$ cat src/design/tpsd_pkg.sv
// Shared types and constants for the Targa pixel stream decoder.
`default_nettype none

package tpsd_pkg;

    localparam int MAX_DIMENSION_DEFAULT = 32768;

    localparam int CFG_INDEX_W = 3;
    localparam int CFG_DATA_W  = 16;
    localparam int BYTE_W      = 8;
    localparam int COORD_W     = 15;
    localparam int RUN_W       = 8;
    localparam int PIXEL_W     = 32;
    localparam int S_TDATA_W   = 8;
    localparam int M_TDATA_W   = 80;

    localparam logic [7:0] ALPHA_OPAQUE = 8'hFF;
    localparam int         HDR_REPEAT_BIT = 7;

    typedef enum logic [CFG_INDEX_W-1:0] {
        REG_PIXEL_FORMAT = 3'd0,
        REG_RLE_ENABLE   = 3'd1,
        REG_IMAGE_WIDTH  = 3'd2,
        REG_IMAGE_HEIGHT = 3'd3,
        REG_TOP_DOWN     = 3'd4
    } cfg_reg_t;

    typedef enum logic [1:0] {
        FMT_INDEX8 = 2'd0,
        FMT_RGB555 = 2'd1,
        FMT_BGR24  = 2'd2,
        FMT_BGRA32 = 2'd3
    } pix_fmt_t;

    typedef enum logic [1:0] {
        PH_HEADER  = 2'd0,
        PH_REPEAT  = 2'd1,
        PH_LITERAL = 2'd2
    } phase_t;

    typedef struct packed {
        pix_fmt_t pixel_format;
        logic     rle_enable;
        logic     top_down;
    } ctrl_t;

    typedef struct packed {
        logic [COORD_W-1:0] column;
        logic [COORD_W-1:0] row;
        logic [RUN_W-1:0]   run_length;
        logic [7:0]         red;
        logic [7:0]         green;
        logic [7:0]         blue;
        logic [7:0]         alpha;
        logic [7:0]         pixel_index;
        logic               image_done;
    } result_t;

endpackage

`default_nettype wire

$ cat src/design/tga_pixel_stream_decoder.sv
// Top level of the Targa pixel stream decoder.
//
// Usage:
//   s_ channel: one pixel-data byte per transaction, after header and palette.
//   m_ channel: one transaction per visible pixel run with column, row, length
//     and color; tlast marks the run that completes the last row of the image.
//   cfg port: write pixel_format, rle_enable, image_width, image_height and
//     top_down by index while the stream is idle; writes are registered before they take effect.
// Timing:
//   Each byte passes an input register, then the decode logic, then a result
//   register, which drives m_tvalid. One byte is accepted every cycle unless a
//   stall holds it off (see below); header bytes, partial pixel bytes and
//   clipped pixels produce no transaction.
// Reset (aresetn low, synchronous): both stages empty, packet and row state
//   cleared, registers return to 24-bit BGR, raw mode, 1x1, bottom-up.
// Stall: while m_tready is low with a run held, the input register fills and
//   s_tready drops until the run is taken.
`default_nettype none

module tga_pixel_stream_decoder
    import tpsd_pkg::*;
#(
    parameter int MAX_DIMENSION = MAX_DIMENSION_DEFAULT
) (
    input  wire logic                   aclk,
    input  wire logic                   aresetn,
    input  wire logic                   cfg_we,
    input  wire logic [CFG_INDEX_W-1:0] cfg_index,
    input  wire logic [CFG_DATA_W-1:0]  cfg_wdata,
    input  wire logic                   s_tvalid,
    output logic                        s_tready,
    input  wire logic [S_TDATA_W-1:0]   s_tdata,   // data_byte
    output logic                        m_tvalid,
    input  wire logic                   m_tready,
    output logic      [M_TDATA_W-1:0]   m_tdata,   // column, row, run_length, red, green,
                                                   // blue, alpha, pixel_index, zero pad
    output logic                        m_tlast    // image_done
);

    localparam int DIM_W = $clog2(MAX_DIMENSION + 1);

    ctrl_t             ctrl;
    logic [DIM_W-1:0]  width;
    logic [DIM_W-1:0]  height;
    logic              out_free;
    logic              advance;
    logic [BYTE_W-1:0] byte_data;
    logic              res_valid;
    result_t           res;

    tpsd_cfg_regs #(
        .MAX_DIMENSION(MAX_DIMENSION)
    ) u_cfg_regs (
        .aclk     (aclk),
        .aresetn  (aresetn),
        .cfg_we   (cfg_we),
        .cfg_index(cfg_index),
        .cfg_wdata(cfg_wdata),
        .ctrl     (ctrl),
        .width    (width),
        .height   (height)
    );

    tpsd_byte_stage u_byte_stage (
        .aclk     (aclk),
        .aresetn  (aresetn),
        .s_tvalid (s_tvalid),
        .s_tready (s_tready),
        .s_tdata  (s_tdata),
        .out_free (out_free),
        .advance  (advance),
        .byte_data(byte_data)
    );

    tpsd_decode_core #(
        .MAX_DIMENSION(MAX_DIMENSION)
    ) u_decode_core (
        .aclk     (aclk),
        .aresetn  (aresetn),
        .advance  (advance),
        .byte_data(byte_data),
        .ctrl     (ctrl),
        .width    (width),
        .height   (height),
        .res_valid(res_valid),
        .res      (res)
    );

    tpsd_out_stage u_out_stage (
        .aclk     (aclk),
        .aresetn  (aresetn),
        .res_valid(res_valid),
        .res      (res),
        .out_free (out_free),
        .m_tvalid (m_tvalid),
        .m_tready (m_tready),
        .m_tdata  (m_tdata),
        .m_tlast  (m_tlast)
    );

endmodule

`default_nettype wire

$ cat src/design/tpsd_cfg_regs.sv
// Configuration registers with saturated image dimensions.
`default_nettype none

module tpsd_cfg_regs
    import tpsd_pkg::*;
#(
    parameter int MAX_DIMENSION = MAX_DIMENSION_DEFAULT,
    localparam int DIM_W = $clog2(MAX_DIMENSION + 1)
) (
    input  wire logic                   aclk,
    input  wire logic                   aresetn,
    input  wire logic                   cfg_we,
    input  wire logic [CFG_INDEX_W-1:0] cfg_index,
    input  wire logic [CFG_DATA_W-1:0]  cfg_wdata,
    output ctrl_t                       ctrl,
    output logic      [DIM_W-1:0]       width,
    output logic      [DIM_W-1:0]       height
);

    function automatic logic [DIM_W-1:0] sat_dim(input logic [CFG_DATA_W-1:0] v);
        logic [CFG_DATA_W:0] v_ext;
        v_ext = {1'b0, v};
        if (v == '0) begin
            sat_dim = DIM_W'(1);
        end else if (v_ext > (CFG_DATA_W + 1)'(MAX_DIMENSION)) begin
            sat_dim = DIM_W'(MAX_DIMENSION);
        end else begin
            sat_dim = DIM_W'(v);
        end
    endfunction

    ctrl_t              ctrl_reg, ctrl_next;
    logic [DIM_W-1:0]   width_reg, width_next;
    logic [DIM_W-1:0]   height_reg, height_next;

    always_comb begin
        ctrl_next   = ctrl_reg;
        width_next  = width_reg;
        height_next = height_reg;
        if (cfg_we) begin
            case (cfg_reg_t'(cfg_index))
                REG_PIXEL_FORMAT: ctrl_next.pixel_format = pix_fmt_t'(cfg_wdata[1:0]);
                REG_RLE_ENABLE:   ctrl_next.rle_enable = cfg_wdata[0];
                REG_IMAGE_WIDTH:  width_next = sat_dim(cfg_wdata);
                REG_IMAGE_HEIGHT: height_next = sat_dim(cfg_wdata);
                REG_TOP_DOWN:     ctrl_next.top_down = cfg_wdata[0];
                default: ;
            endcase
        end
    end

    always_ff @(posedge aclk) begin
        if (!aresetn) begin
            ctrl_reg.pixel_format <= FMT_BGR24;
            ctrl_reg.rle_enable   <= 1'b0;
            ctrl_reg.top_down     <= 1'b0;
            width_reg             <= DIM_W'(1);
            height_reg            <= DIM_W'(1);
        end else begin
            ctrl_reg   <= ctrl_next;
            width_reg  <= width_next;
            height_reg <= height_next;
        end
    end

    assign ctrl   = ctrl_reg;
    assign width  = width_reg;
    assign height = height_reg;

endmodule

`default_nettype wire

$ cat src/design/tpsd_byte_stage.sv
// Input register stage for incoming data bytes.
`default_nettype none

module tpsd_byte_stage
    import tpsd_pkg::*;
(
    input  wire logic                 aclk,
    input  wire logic                 aresetn,
    input  wire logic                 s_tvalid,
    output logic                      s_tready,
    input  wire logic [S_TDATA_W-1:0] s_tdata,   // [7:0] data_byte
    input  wire logic                 out_free,
    output logic                      advance,
    output logic      [BYTE_W-1:0]    byte_data
);

    logic              valid_reg, valid_next;
    logic [BYTE_W-1:0] data_reg, data_next;
    logic              accept;

    assign advance  = valid_reg && out_free;
    assign s_tready = !valid_reg || out_free;
    assign accept   = s_tvalid && s_tready;

    always_comb begin
        valid_next = valid_reg;
        data_next  = data_reg;
        if (accept) begin
            valid_next = 1'b1;
            data_next  = s_tdata[BYTE_W-1:0];
        end else if (advance) begin
            valid_next = 1'b0;
        end
    end

    always_ff @(posedge aclk) begin
        if (!aresetn) begin
            valid_reg <= 1'b0;
        end else begin
            valid_reg <= valid_next;
        end
    end

    always_ff @(posedge aclk) begin
        data_reg <= data_next;
    end

    assign byte_data = data_reg;

endmodule

`default_nettype wire

$ cat src/design/tpsd_decode_core.sv
// Packet, pixel assembly and row tracking state with run result generation.
`default_nettype none

module tpsd_decode_core
    import tpsd_pkg::*;
#(
    parameter int MAX_DIMENSION = MAX_DIMENSION_DEFAULT,
    localparam int DIM_W = $clog2(MAX_DIMENSION + 1)
) (
    input  wire logic              aclk,
    input  wire logic              aresetn,
    input  wire logic              advance,
    input  wire logic [BYTE_W-1:0] byte_data,
    input  wire ctrl_t             ctrl,
    input  wire logic [DIM_W-1:0]  width,
    input  wire logic [DIM_W-1:0]  height,
    output logic                   res_valid,
    output result_t                res
);

    localparam int SUM_W = ((DIM_W > RUN_W) ? DIM_W : RUN_W) + 1;

    phase_t             phase_reg, phase_next;
    logic [6:0]         remain_reg, remain_next;
    logic [1:0]         byte_idx_reg, byte_idx_next;
    logic [PIXEL_W-1:0] pixel_reg, pixel_next;
    logic [DIM_W-1:0]   row_pos_reg, row_pos_next;
    logic [DIM_W-1:0]   rows_done_reg, rows_done_next;

    logic               take;
    logic               row_close;
    logic [RUN_W-1:0]   run_len;
    logic [PIXEL_W-1:0] asm_pixel;
    logic               pix_done;

    logic [SUM_W-1:0]   x_ext, n_ext, w_ext, h_ext, gap, end_pos, rd_inc;
    logic               in_row;
    logic               last_row;
    logic [RUN_W-1:0]   vis;
    logic [DIM_W-1:0]   pos_after;
    logic [DIM_W-1:0]   y_pos;
    logic [7:0]         red, green, blue, alpha, pixel_index;

    always_comb begin
        take      = 1'b0;
        row_close = 1'b0;
        run_len   = RUN_W'(1);
        if (!ctrl.rle_enable) begin
            take      = 1'b1;
            row_close = 1'b1;
        end else begin
            case (phase_reg)
                PH_REPEAT: begin
                    take      = 1'b1;
                    row_close = 1'b1;
                    run_len   = RUN_W'(remain_reg) + RUN_W'(1);
                end
                PH_LITERAL: begin
                    take      = 1'b1;
                    row_close = (remain_reg == '0);
                end
                default: ;
            endcase
        end
    end

    always_comb begin
        if (byte_idx_reg == '0) begin
            asm_pixel = PIXEL_W'(byte_data);
        end else begin
            asm_pixel = pixel_reg | (PIXEL_W'(byte_data) << {byte_idx_reg, 3'b000});
        end
        pix_done = take && (byte_idx_reg >= 2'(ctrl.pixel_format));
    end

    always_comb begin
        x_ext    = SUM_W'(row_pos_reg);
        n_ext    = SUM_W'(run_len);
        w_ext    = SUM_W'(width);
        h_ext    = SUM_W'(height);
        gap      = w_ext - x_ext;
        end_pos  = x_ext + n_ext;
        rd_inc   = SUM_W'(rows_done_reg) + SUM_W'(1);
        in_row   = x_ext < w_ext;
        last_row = rd_inc >= h_ext;
        vis      = (n_ext < gap) ? run_len : RUN_W'(gap);
        pos_after = (end_pos > w_ext) ? width : DIM_W'(end_pos);
        if (ctrl.top_down) begin
            y_pos = rows_done_reg;
        end else if (rows_done_reg < height) begin
            y_pos = height - DIM_W'(1) - rows_done_reg;
        end else begin
            y_pos = '0;
        end
    end

    always_comb begin
        red         = 8'd0;
        green       = 8'd0;
        blue        = 8'd0;
        alpha       = ALPHA_OPAQUE;
        pixel_index = 8'd0;
        case (ctrl.pixel_format)
            FMT_INDEX8: pixel_index = asm_pixel[7:0];
            FMT_RGB555: begin
                red   = {asm_pixel[14:10], 3'b000};
                green = {asm_pixel[9:5], 3'b000};
                blue  = {asm_pixel[4:0], 3'b000};
            end
            FMT_BGR24: begin
                blue  = asm_pixel[7:0];
                green = asm_pixel[15:8];
                red   = asm_pixel[23:16];
            end
            default: begin
                blue  = asm_pixel[7:0];
                green = asm_pixel[15:8];
                red   = asm_pixel[23:16];
                alpha = asm_pixel[31:24];
            end
        endcase
    end

    always_comb begin
        res_valid       = advance && pix_done && in_row;
        res.column      = COORD_W'(row_pos_reg);
        res.row         = COORD_W'(y_pos);
        res.run_length  = vis;
        res.red         = red;
        res.green       = green;
        res.blue        = blue;
        res.alpha       = alpha;
        res.pixel_index = pixel_index;
        res.image_done  = (n_ext >= gap) && last_row;
    end

    always_comb begin
        phase_next     = phase_reg;
        remain_next    = remain_reg;
        byte_idx_next  = byte_idx_reg;
        pixel_next     = pixel_reg;
        row_pos_next   = row_pos_reg;
        rows_done_next = rows_done_reg;
        if (advance) begin
            if (!ctrl.rle_enable) begin
                phase_next  = PH_HEADER;
                remain_next = '0;
            end else begin
                case (phase_reg)
                    PH_REPEAT: begin
                        if (pix_done) begin
                            phase_next  = PH_HEADER;
                            remain_next = '0;
                        end
                    end
                    PH_LITERAL: begin
                        if (pix_done) begin
                            if (remain_reg == '0) begin
                                phase_next = PH_HEADER;
                            end else begin
                                remain_next = remain_reg - 7'd1;
                            end
                        end
                    end
                    default: begin
                        remain_next   = byte_data[6:0];
                        phase_next    = byte_data[HDR_REPEAT_BIT] ? PH_REPEAT : PH_LITERAL;
                        byte_idx_next = '0;
                    end
                endcase
            end
            if (take) begin
                pixel_next    = asm_pixel;
                byte_idx_next = pix_done ? 2'd0 : byte_idx_reg + 2'd1;
            end
            if (pix_done) begin
                row_pos_next = pos_after;
                if (row_close && (pos_after >= width)) begin
                    row_pos_next   = '0;
                    rows_done_next = last_row ? '0 : DIM_W'(rd_inc);
                end
            end
        end
    end

    always_ff @(posedge aclk) begin
        if (!aresetn) begin
            phase_reg     <= PH_HEADER;
            remain_reg    <= '0;
            byte_idx_reg  <= '0;
            pixel_reg     <= '0;
            row_pos_reg   <= '0;
            rows_done_reg <= '0;
        end else begin
            phase_reg     <= phase_next;
            remain_reg    <= remain_next;
            byte_idx_reg  <= byte_idx_next;
            pixel_reg     <= pixel_next;
            row_pos_reg   <= row_pos_next;
            rows_done_reg <= rows_done_next;
        end
    end

endmodule

`default_nettype wire

$ cat src/design/tpsd_out_stage.sv
// Result register and output stream packing.
`default_nettype none

module tpsd_out_stage
    import tpsd_pkg::*;
(
    input  wire logic                 aclk,
    input  wire logic                 aresetn,
    input  wire logic                 res_valid,
    input  wire result_t              res,
    output logic                      out_free,
    output logic                      m_tvalid,
    input  wire logic                 m_tready,
    output logic      [M_TDATA_W-1:0] m_tdata,   // column, row, run_length, red, green,
                                                 // blue, alpha, pixel_index, zero pad
    output logic                      m_tlast    // image_done
);

    logic    valid_reg, valid_next;
    result_t res_reg, res_next;

    assign out_free = !valid_reg || m_tready;

    always_comb begin
        valid_next = valid_reg;
        res_next   = res_reg;
        if (res_valid) begin
            valid_next = 1'b1;
            res_next   = res;
        end else if (m_tready) begin
            valid_next = 1'b0;
        end
    end

    always_ff @(posedge aclk) begin
        if (!aresetn) begin
            valid_reg <= 1'b0;
        end else begin
            valid_reg <= valid_next;
        end
    end

    always_ff @(posedge aclk) begin
        res_reg <= res_next;
    end

    assign m_tvalid = valid_reg;
    assign m_tdata  = {2'b00, res_reg.pixel_index, res_reg.alpha, res_reg.blue,
                       res_reg.green, res_reg.red, res_reg.run_length,
                       res_reg.row, res_reg.column};
    assign m_tlast  = res_reg.image_done;

endmodule

`default_nettype wire

$ cat config.mk
export PLATFORM = sky130hd
export DESIGN_NAME = tga_pixel_stream_decoder
export DESIGN_NICKNAME = d
export VERILOG_FILES = /design/src/design/tpsd_pkg.sv /design/src/design/tga_pixel_stream_decoder.sv /design/src/design/tpsd_cfg_regs.sv /design/src/design/tpsd_byte_stage.sv /design/src/design/tpsd_decode_core.sv /design/src/design/tpsd_out_stage.sv
export SDC_FILE = /design/constraint.sdc
export NUM_CORES = 1
export LEC_CHECK = 0
export ABC_CLOCK_PERIOD_IN_PS = 15350
export BUFFER_PORTS_ARGS = -buffer_cell sky130_fd_sc_hd__buf_2
export CORE_MARGIN = 5
export CORE_UTILIZATION = 60
export CTS_BUF_LIST = sky130_fd_sc_hd__clkbuf_4
export CTS_CLUSTER_DIAMETER = 120
export DETAILED_ROUTE_END_ITERATION = 8
export MAX_ROUTING_LAYER = met4
export PLACE_DENSITY = 0.9
export REMOVE_ABC_BUFFERS = 1
export SLEW_MARGIN = 20
export SYNTH_ARGS = -nofsm -noshare
export SYNTH_HDL_FRONTEND = slang
export SYNTH_HIERARCHICAL = 1
export SYNTH_SLANG_ARGS = --single-unit
$ cat constraint.sdc
create_clock -name aclk -period 15.35 [get_ports aclk]
set_clock_uncertainty 0.2 [all_clocks]
set_input_delay 2.3025 -clock aclk [delete_from_list [all_inputs] [get_ports aclk]]
set_output_delay 2.3025 -clock aclk [all_outputs]
set_load 0.02 [all_outputs]
==> results of run 1 <==
[report_power, final]
part           total, mW  switching, mW  internal (mW)  leakage [nW]
Combinational      0.129         0.0796         0.0495          3.66
Clock              0.276          0.188         0.0886         0.138
Sequential         0.571        0.00919          0.562          1.72
Total              0.977          0.277          0.700          5.52
[cell families (layout without fill, tap and decap cells)]
| kind of cell | Yosys count | count (layout) | share of synthesized area |
|---|---|---|---|
| mux | 35 | 35 | 0.03080 |
| xor+xnor | 54 | 54 | 0.03743 |
| simple gates | 424 | 424 | 0.1671 |
| buf+inv | 170 | 251 | 0.05852 |
| fa+ha+maj | 121 | 121 | 0.1212 |
| compound gates | 367 | 367 | 0.1988 |
| flops | 200 | 200 | 0.3858 |
| other cells | 1 | 5 | 0.0002968 |
[cell usage after synthesis (all sizes together) (18+ instances only)]
cell	n	area (um2)
o31ai	28	310.3
nand3	58	290.3
o21ai	77	385.4
a21oi	103	519.3
a21boi	21	165.2
ha	116	1451
buf	34	229.0
inv	101	379.1
xor2	19	166.4
nor3	25	125.1
nor2b	45	281.5
edfxtp	87	2613
nand2	112	420.4
xnor2	35	306.5
mux2i	22	220.2
a21o	18	135.1
clkbuf	35	131.4
nor2	102	382.9
dfxtp	113	2262
[how the worst min path moves through the flow]
stage | slack, ps | cells after the start | to
after floorplan | 240 | 2 | u_decode_core/pixel_reg[10]
after global placement | 250 | 2 | u_decode_core/pixel_reg[26]
after detailed placement | 250 | 2 | u_decode_core/pixel_reg[29]
after CTS | 280 | 2 | u_decode_core/pixel_reg[22]
after global routing | 300 | 2 | u_decode_core/pixel_reg[22]
final | 270 | 2 | u_decode_core/pixel_reg[22]
[routing by layer]
layer,wire length [um],track usage
met5,0,-
met4,960,0.1034
met3,2101,0.04200
met2,14330,0.4117
met1,13140,0.3304
[cell type report]
type / count / area share
multi-input cells: 1003 / 0.5206
repair buffers: 118 / 0.04481
clock inverters: 12 / 0.008702
flip-flops and latches: 200 / 0.3607
inverters: 101 / 0.02805
clock buffers: 20 / 0.01111
well taps: 275 / 0.02546
diodes: 3 / 0.0005555
[worst max-delay path: cells and delay by family (launching register included)]
kind | cells | cell delay (ps)
buf+inv | 3 | 710
compound gates | 13 | 3360
simple gates | 5 | 1020
fa+ha+maj | 5 | 1650
flops | 1 | 500
mux | 1 | 430
xor+xnor | 1 | 280
==> impl_metrics.ini, run 1 <==
[run_status]
status = finished clean

[clock_network]
clock_latency_ps = 610
cts_sinks = 200
cts_tree = built
postCtsHoldBufs = 0
postCtsSetupBuffers = 0
root_buffer = clkbuf_4
clkTransAtPathRegs_ps = 180
cts_resized = 0
htreeDepth = 4
clock_path_buffers = 2
cts_buffers = 17

[critical_path]
critPathArrivalTime_ps = 8570
crit_required_ps = 15700
crit_slowest_cell = a41oi_2
worstSetupPathType = flop to flop
start_kind = flop
r2r-start = u_decode_core/remain_reg[0]
reg2regPathDepth = 28
slowest_delay_ps = 670
cp-startpoint = u_decode_core/remain_reg[0]
timing.rr.end = u_decode_core/row_pos_reg[13]
cp-endpoint = u_decode_core/row_pos_reg[13]
ff2ff_setup_slack_ps = 7130
worst_setup_path_end_kind = flop
path_max_fanout = 13
worst_path_most_repeated_cell = a21oi_1

[drt]
vias = 10575
remaining_drc_errors = 0
drtIter0Drc = 847
wl_per_cell_um = 17.63
ant_nets = 0
wirelength_um = 30530
viasPerCell = 6.106
firstDrtPassIters = 7

[timing]
slew_headroom = 0.2563
hold_ws_ps = 274.3
hold_viol = 0
finalMaxSlewViolations = 0
fmaxAchievable_ghz = 0.1216
setup-violations-final = 0
worstMarginPinSlew_ps = 1113
timing.setup.tns_ps = 0
period_minus_slack_ps = 8223
layout_setup_ws_ps = 7127
fin_crit_sh = 0.5357
rsz0062_at_grt = no

[final_layout]
final_cell_mix = ha_1, dfxtp_1, buf_2, nand2_1, a21oi_1
fin_area_um2 = 13520
finalNonFillerCells = 1732
fin_util = 0.6470
final_common_cell = ha_1
final.fill_count = 1720
regArea_um2 = 4875
largest_reg_flops = 78
fin_nets = 1592
multi_input_area_um2 = 7037
synthToLayoutAreaGrowth_pct = 6.961
drive_above_1_share = 0.1424

[worst_hold_path]
hold_path_startpoint = u_decode_core/pixel_reg[22]
hp-class = flop to flop

[placement]
place_hpwl_um = 22840
routabilityCongestion = 0.9763
port_buffers = 112
dpl.cell_count = 1697
pre_cts_slack_ps = 7343
place_area_um2 = 13240

[power_and_ir_drop]
power_density_nw_per_um2 = 72.27
ir_drop_v = 0.00004708
p_leak_nw = 5.519
total_power_mw = 0.9767

[logic_synthesis]
yosysSeqAreaShare = 0.3858
ys_ff_latch = 200
synthArstFlopShare = 0
ys.warnings.count = 6
syn_avg_cell_area_um2 = 9.210
synth_cell_type_count = 84
syn_area_um2 = 12640
synth_cells = 1372
ys.flop_type = dfxtp_1
synth-edff-count = 87

[grt]
track_usage = 0.2583
grt.overflow.total = 0
antenna_found_initial = 3
first_global_vias = 10176
grt_pass1_wl_um = 49650
grt_max_degree = 95

[floorplan]
die_h_um = 155.1
initial_core_util = 0.6049
die-width_um = 155.1
core_area_um2 = 20890
die_area_um2 = 24060
ios = 115
num_rows = 53

[run]
max_cap_violations = 0
Note: power is estimated with default switching activity, not from simulation.
==> run 2, diff against run 1 <==
--- a/config.mk
+++ b/config.mk
@@ -5,15 +5,16 @@
 export SDC_FILE = /design/constraint.sdc
 export NUM_CORES = 1
 export LEC_CHECK = 0
-export ABC_CLOCK_PERIOD_IN_PS = 15350
+export ABC_AREA = 1
+export ABC_CLOCK_PERIOD_IN_PS = 6600
 export BUFFER_PORTS_ARGS = -buffer_cell sky130_fd_sc_hd__buf_2
 export CORE_MARGIN = 5
-export CORE_UTILIZATION = 60
+export CORE_UTILIZATION = 56
 export CTS_BUF_LIST = sky130_fd_sc_hd__clkbuf_4
 export CTS_CLUSTER_DIAMETER = 120
 export DETAILED_ROUTE_END_ITERATION = 8
 export MAX_ROUTING_LAYER = met4
-export PLACE_DENSITY = 0.9
+export PLACE_DENSITY = 0.89
 export REMOVE_ABC_BUFFERS = 1
 export SLEW_MARGIN = 20
 export SYNTH_ARGS = -nofsm -noshare
==> constraint.sdc (replaced) <==
create_clock -name aclk -period 6.6 [get_ports aclk]
set_clock_uncertainty 0.2 [all_clocks]
set_input_delay 0.99 -clock aclk [delete_from_list [all_inputs] [get_ports aclk]]
set_output_delay 0.99 -clock aclk [all_outputs]
set_load 0.02 [all_outputs]
==> run 2 against run 1 <==
  * Global-route usage is 0.29 points lower
  * Sequential power increased by 140%
  * Cell count up 17%
  * Area after synthesis is 0.28% higher
  * Design area is 1.5% higher
  * Largest power group unchanged
  * Die area increased by 7.0%
  * Via count increased by 10%
  * Total power grew to 3.0 times the previous value
  * Register-to-register slack got worse by 6600 ps
  * Count of clock-buffer cells in the layout is 3 lower
  * Critical endpoint is now u_decode_core/rows_done_reg[1]
  * Clock power rose to 2.8 times the previous value
  * Critical path depth grew 12
==> impl_metrics.ini, run 2 <==
[logic_synthesis]
syn_area_um2 = 12670
yosys.area.top_type = edfxtp_1
ys.warnings.count = 6
synth_cell_type_count = 55
synthTopCellsByArea = edfxtp_1, dfxtp_1, ha_1, nand2_1, a21oi_1
yosysMostFrequentCell = nand2_1
synth_cells = 1644
synthTopCellsByCount = nand2_1, inv_1, a21oi_1
synth_top_area_frac = 0.2062
ys_ff_latch = 200
synthArstFlopShare = 0
ys.flop_type = dfxtp_1
syn_avg_cell_area_um2 = 7.707
synth-edff-count = 87
yosysSeqAreaShare = 0.3847

[final_layout]
fin_util = 0.6117
fin_nets = 1870
final_common_cell = nand2_1
drive_above_1_share = 0.1143
synthToLayoutAreaGrowth_pct = 8.295
fin_area_um2 = 13720
final_cell_mix = nand2_1, inv_1, a21oi_1, o21ai_0, nor2_1
largest_reg_flops = 78

[clock_network]
cts_buffers = 17
htreeDepth = 4
cts_tree = built
root_buffer = clkbuf_4
clkTransAtPathRegs_ps = 170
postCtsHoldBufs = 0
clock_latency_ps = 610
cts_sinks = 200
clock_path_buffers = 2

[timing]
period_minus_slack_ps = 6100
slew_headroom = 0.3130
worstMarginPinSlew_ps = 1029
finalMaxSlewViolations = 0
hold_ws_ps = 262.6
fin_crit_sh = 0.9243
fmaxAchievable_ghz = 0.1639
setup-violations-final = 0
hold_viol = 0

[critical_path]
worst_setup_path_end_kind = flop
slowest_delay_ps = 350
critPathArrivalTime_ps = 6440
start_kind = flop
worst_path_most_repeated_cell = nand2_1
reg2regPathDepth = 40
crit_slowest_cell = dfxtp_1
crit_required_ps = 6940
ff2ff_setup_slack_ps = 500
worstSetupPathType = flop to flop
r2r-start = u_decode_core/phase_reg[1]
path_max_fanout = 32
timing.rr.end = u_decode_core/rows_done_reg[1]

[grt]
grt_max_degree = 91
grt_pass1_wl_um = 52860
track_usage = 0.2554
first_global_vias = 10722
grt.overflow.total = 0
antenna_found_initial = 1

[placement]
place_hpwl_um = 25040
port_buffers = 112
routabilityCongestion = 0.9646
place_area_um2 = 13310

[floorplan]
core_area_um2 = 22430
die_area_um2 = 25730
die_h_um = 160.4
ios = 115
initial_core_util = 0.5648
die-width_um = 160.4
num_rows = 55

[run]
max_cap_violations = 0

[drt]
firstDrtPassIters = 7
wl_per_cell_um = 16.26
wirelength_um = 32820
remaining_drc_errors = 0
ant_nets = 0
drtIter0Drc = 1057
vias = 11681
viasPerCell = 5.788

[power_and_ir_drop]
power_density_nw_per_um2 = 213.6
ir_drop_v = 0.0001208
p_leak_nw = 6.144
total_power_mw = 2.931

[worst_hold_path]
min_to = u_cfg_regs/ctrl[0]
hp-class = flop to flop
min_path_cells = 2
hold_path_startpoint = u_cfg_regs/ctrl[0]

[run_status]
status = finished clean
[run 2: changes by cell type after synthesis, sizes merged, moves of 27 or more]
cell,before,now
nand2,112,330
o21ai,77,159
a21oi,103,180
xnor2,35,8
nor2,102,138
inv,101,193
nor2b,45,0
nand3,58,88
[run 2: cells by family (layout without fill, tap and decap cells)]
kind of cell    Yosys count  count (layout)  synth area share
simple gates            613             613            0.2084
compound gates          408             408            0.1744
buf+inv                 264             351           0.08601
flops                   200             200            0.3847
fa+ha+maj               119             119            0.1193
xor+xnor                 39              39           0.02696
other cells               1               3         0.0002960
[run 2: per-stage QoR]
step                cells  worst slack [ps]  setup TNS (ps)
floorplan            1580             100.7               0
global placement     1984             567.2               0
detailed placement   1984             333.8               0
CTS                  2016             295.0               0
global route         2018            -3.443          -3.443
finish               2018             499.6               0
[run 2: worst max-delay path: cells and delay by family (launching register included)]
| kind | cells | cell delay (ps) |
|---|---|---|
| adders and majority gates | 4 | 1080 |
| xor gates and xnor gates | 1 | 260 |
| AOI/OAI and AO/OA | 6 | 990 |
| buffers and inverters | 7 | 920 |
| and+or+nand+nor | 22 | 2240 |
| DFF | 1 | 350 |
[run 2: how the worst max path moves through the flow]
stage	cells after the start	slack, ps	from	endpoint
6_report	40	500	u_decode_core/phase_reg[1]	u_decode_core/rows_done_reg[1]
3_3_place_gp	38	570	u_decode_core/remain_reg[0]	u_decode_core/rows_done_reg[1]
5_1_grt	40	-3	u_decode_core/phase_reg[1]	u_decode_core/rows_done_reg[2]
4_1_cts	38	300	u_decode_core/remain_reg[0]	u_decode_core/rows_done_reg[1]
3_5_place_dp	38	330	u_decode_core/remain_reg[0]	u_decode_core/rows_done_reg[1]
2_1_floorplan	10	100	m_tready	u_out_stage/m_tdata[0]
[run 2: where the power goes]
part           internal (mW)  total [mW]  switching [mW]
Sequential              1.34        1.38          0.0365
Clock                  0.318       0.773           0.455
Combinational          0.275       0.780           0.505
Total                   1.93        2.93           0.997
[run 2: cell type report]
class / count / area (um2)
Clock buffer: 17 / 127.6
Multi-Input combinational cell: 1181 / 6743
Timing Repair Buffer: 120 / 628.1
Clock inverter: 15 / 237.7
Tap cell: 285 / 356.6
Antenna cell: 1 / 2.502
Fill cell: 1954 / 8712
Sequential cell: 200 / 4876
Inverter: 199 / 750.7
[run 2: what timing repair did]
action / 4_1_cts / 5_1_grt
gates resized for setup: 0 / 10
endpoints found under the setup margin: 0 / 32
setup buffers: 0 / 1
[run 2: per-layer routing]
metal / up-vias / GRT usage / share of wire
li1: 5681 / - / -
met1: 5350 / 0.3307 / 0.42
met2: 550 / 0.4056 / 0.46
met3: 100 / 0.04054 / 0.076
met4: 0 / 0.09699 / 0.037
met5: - / - / 0
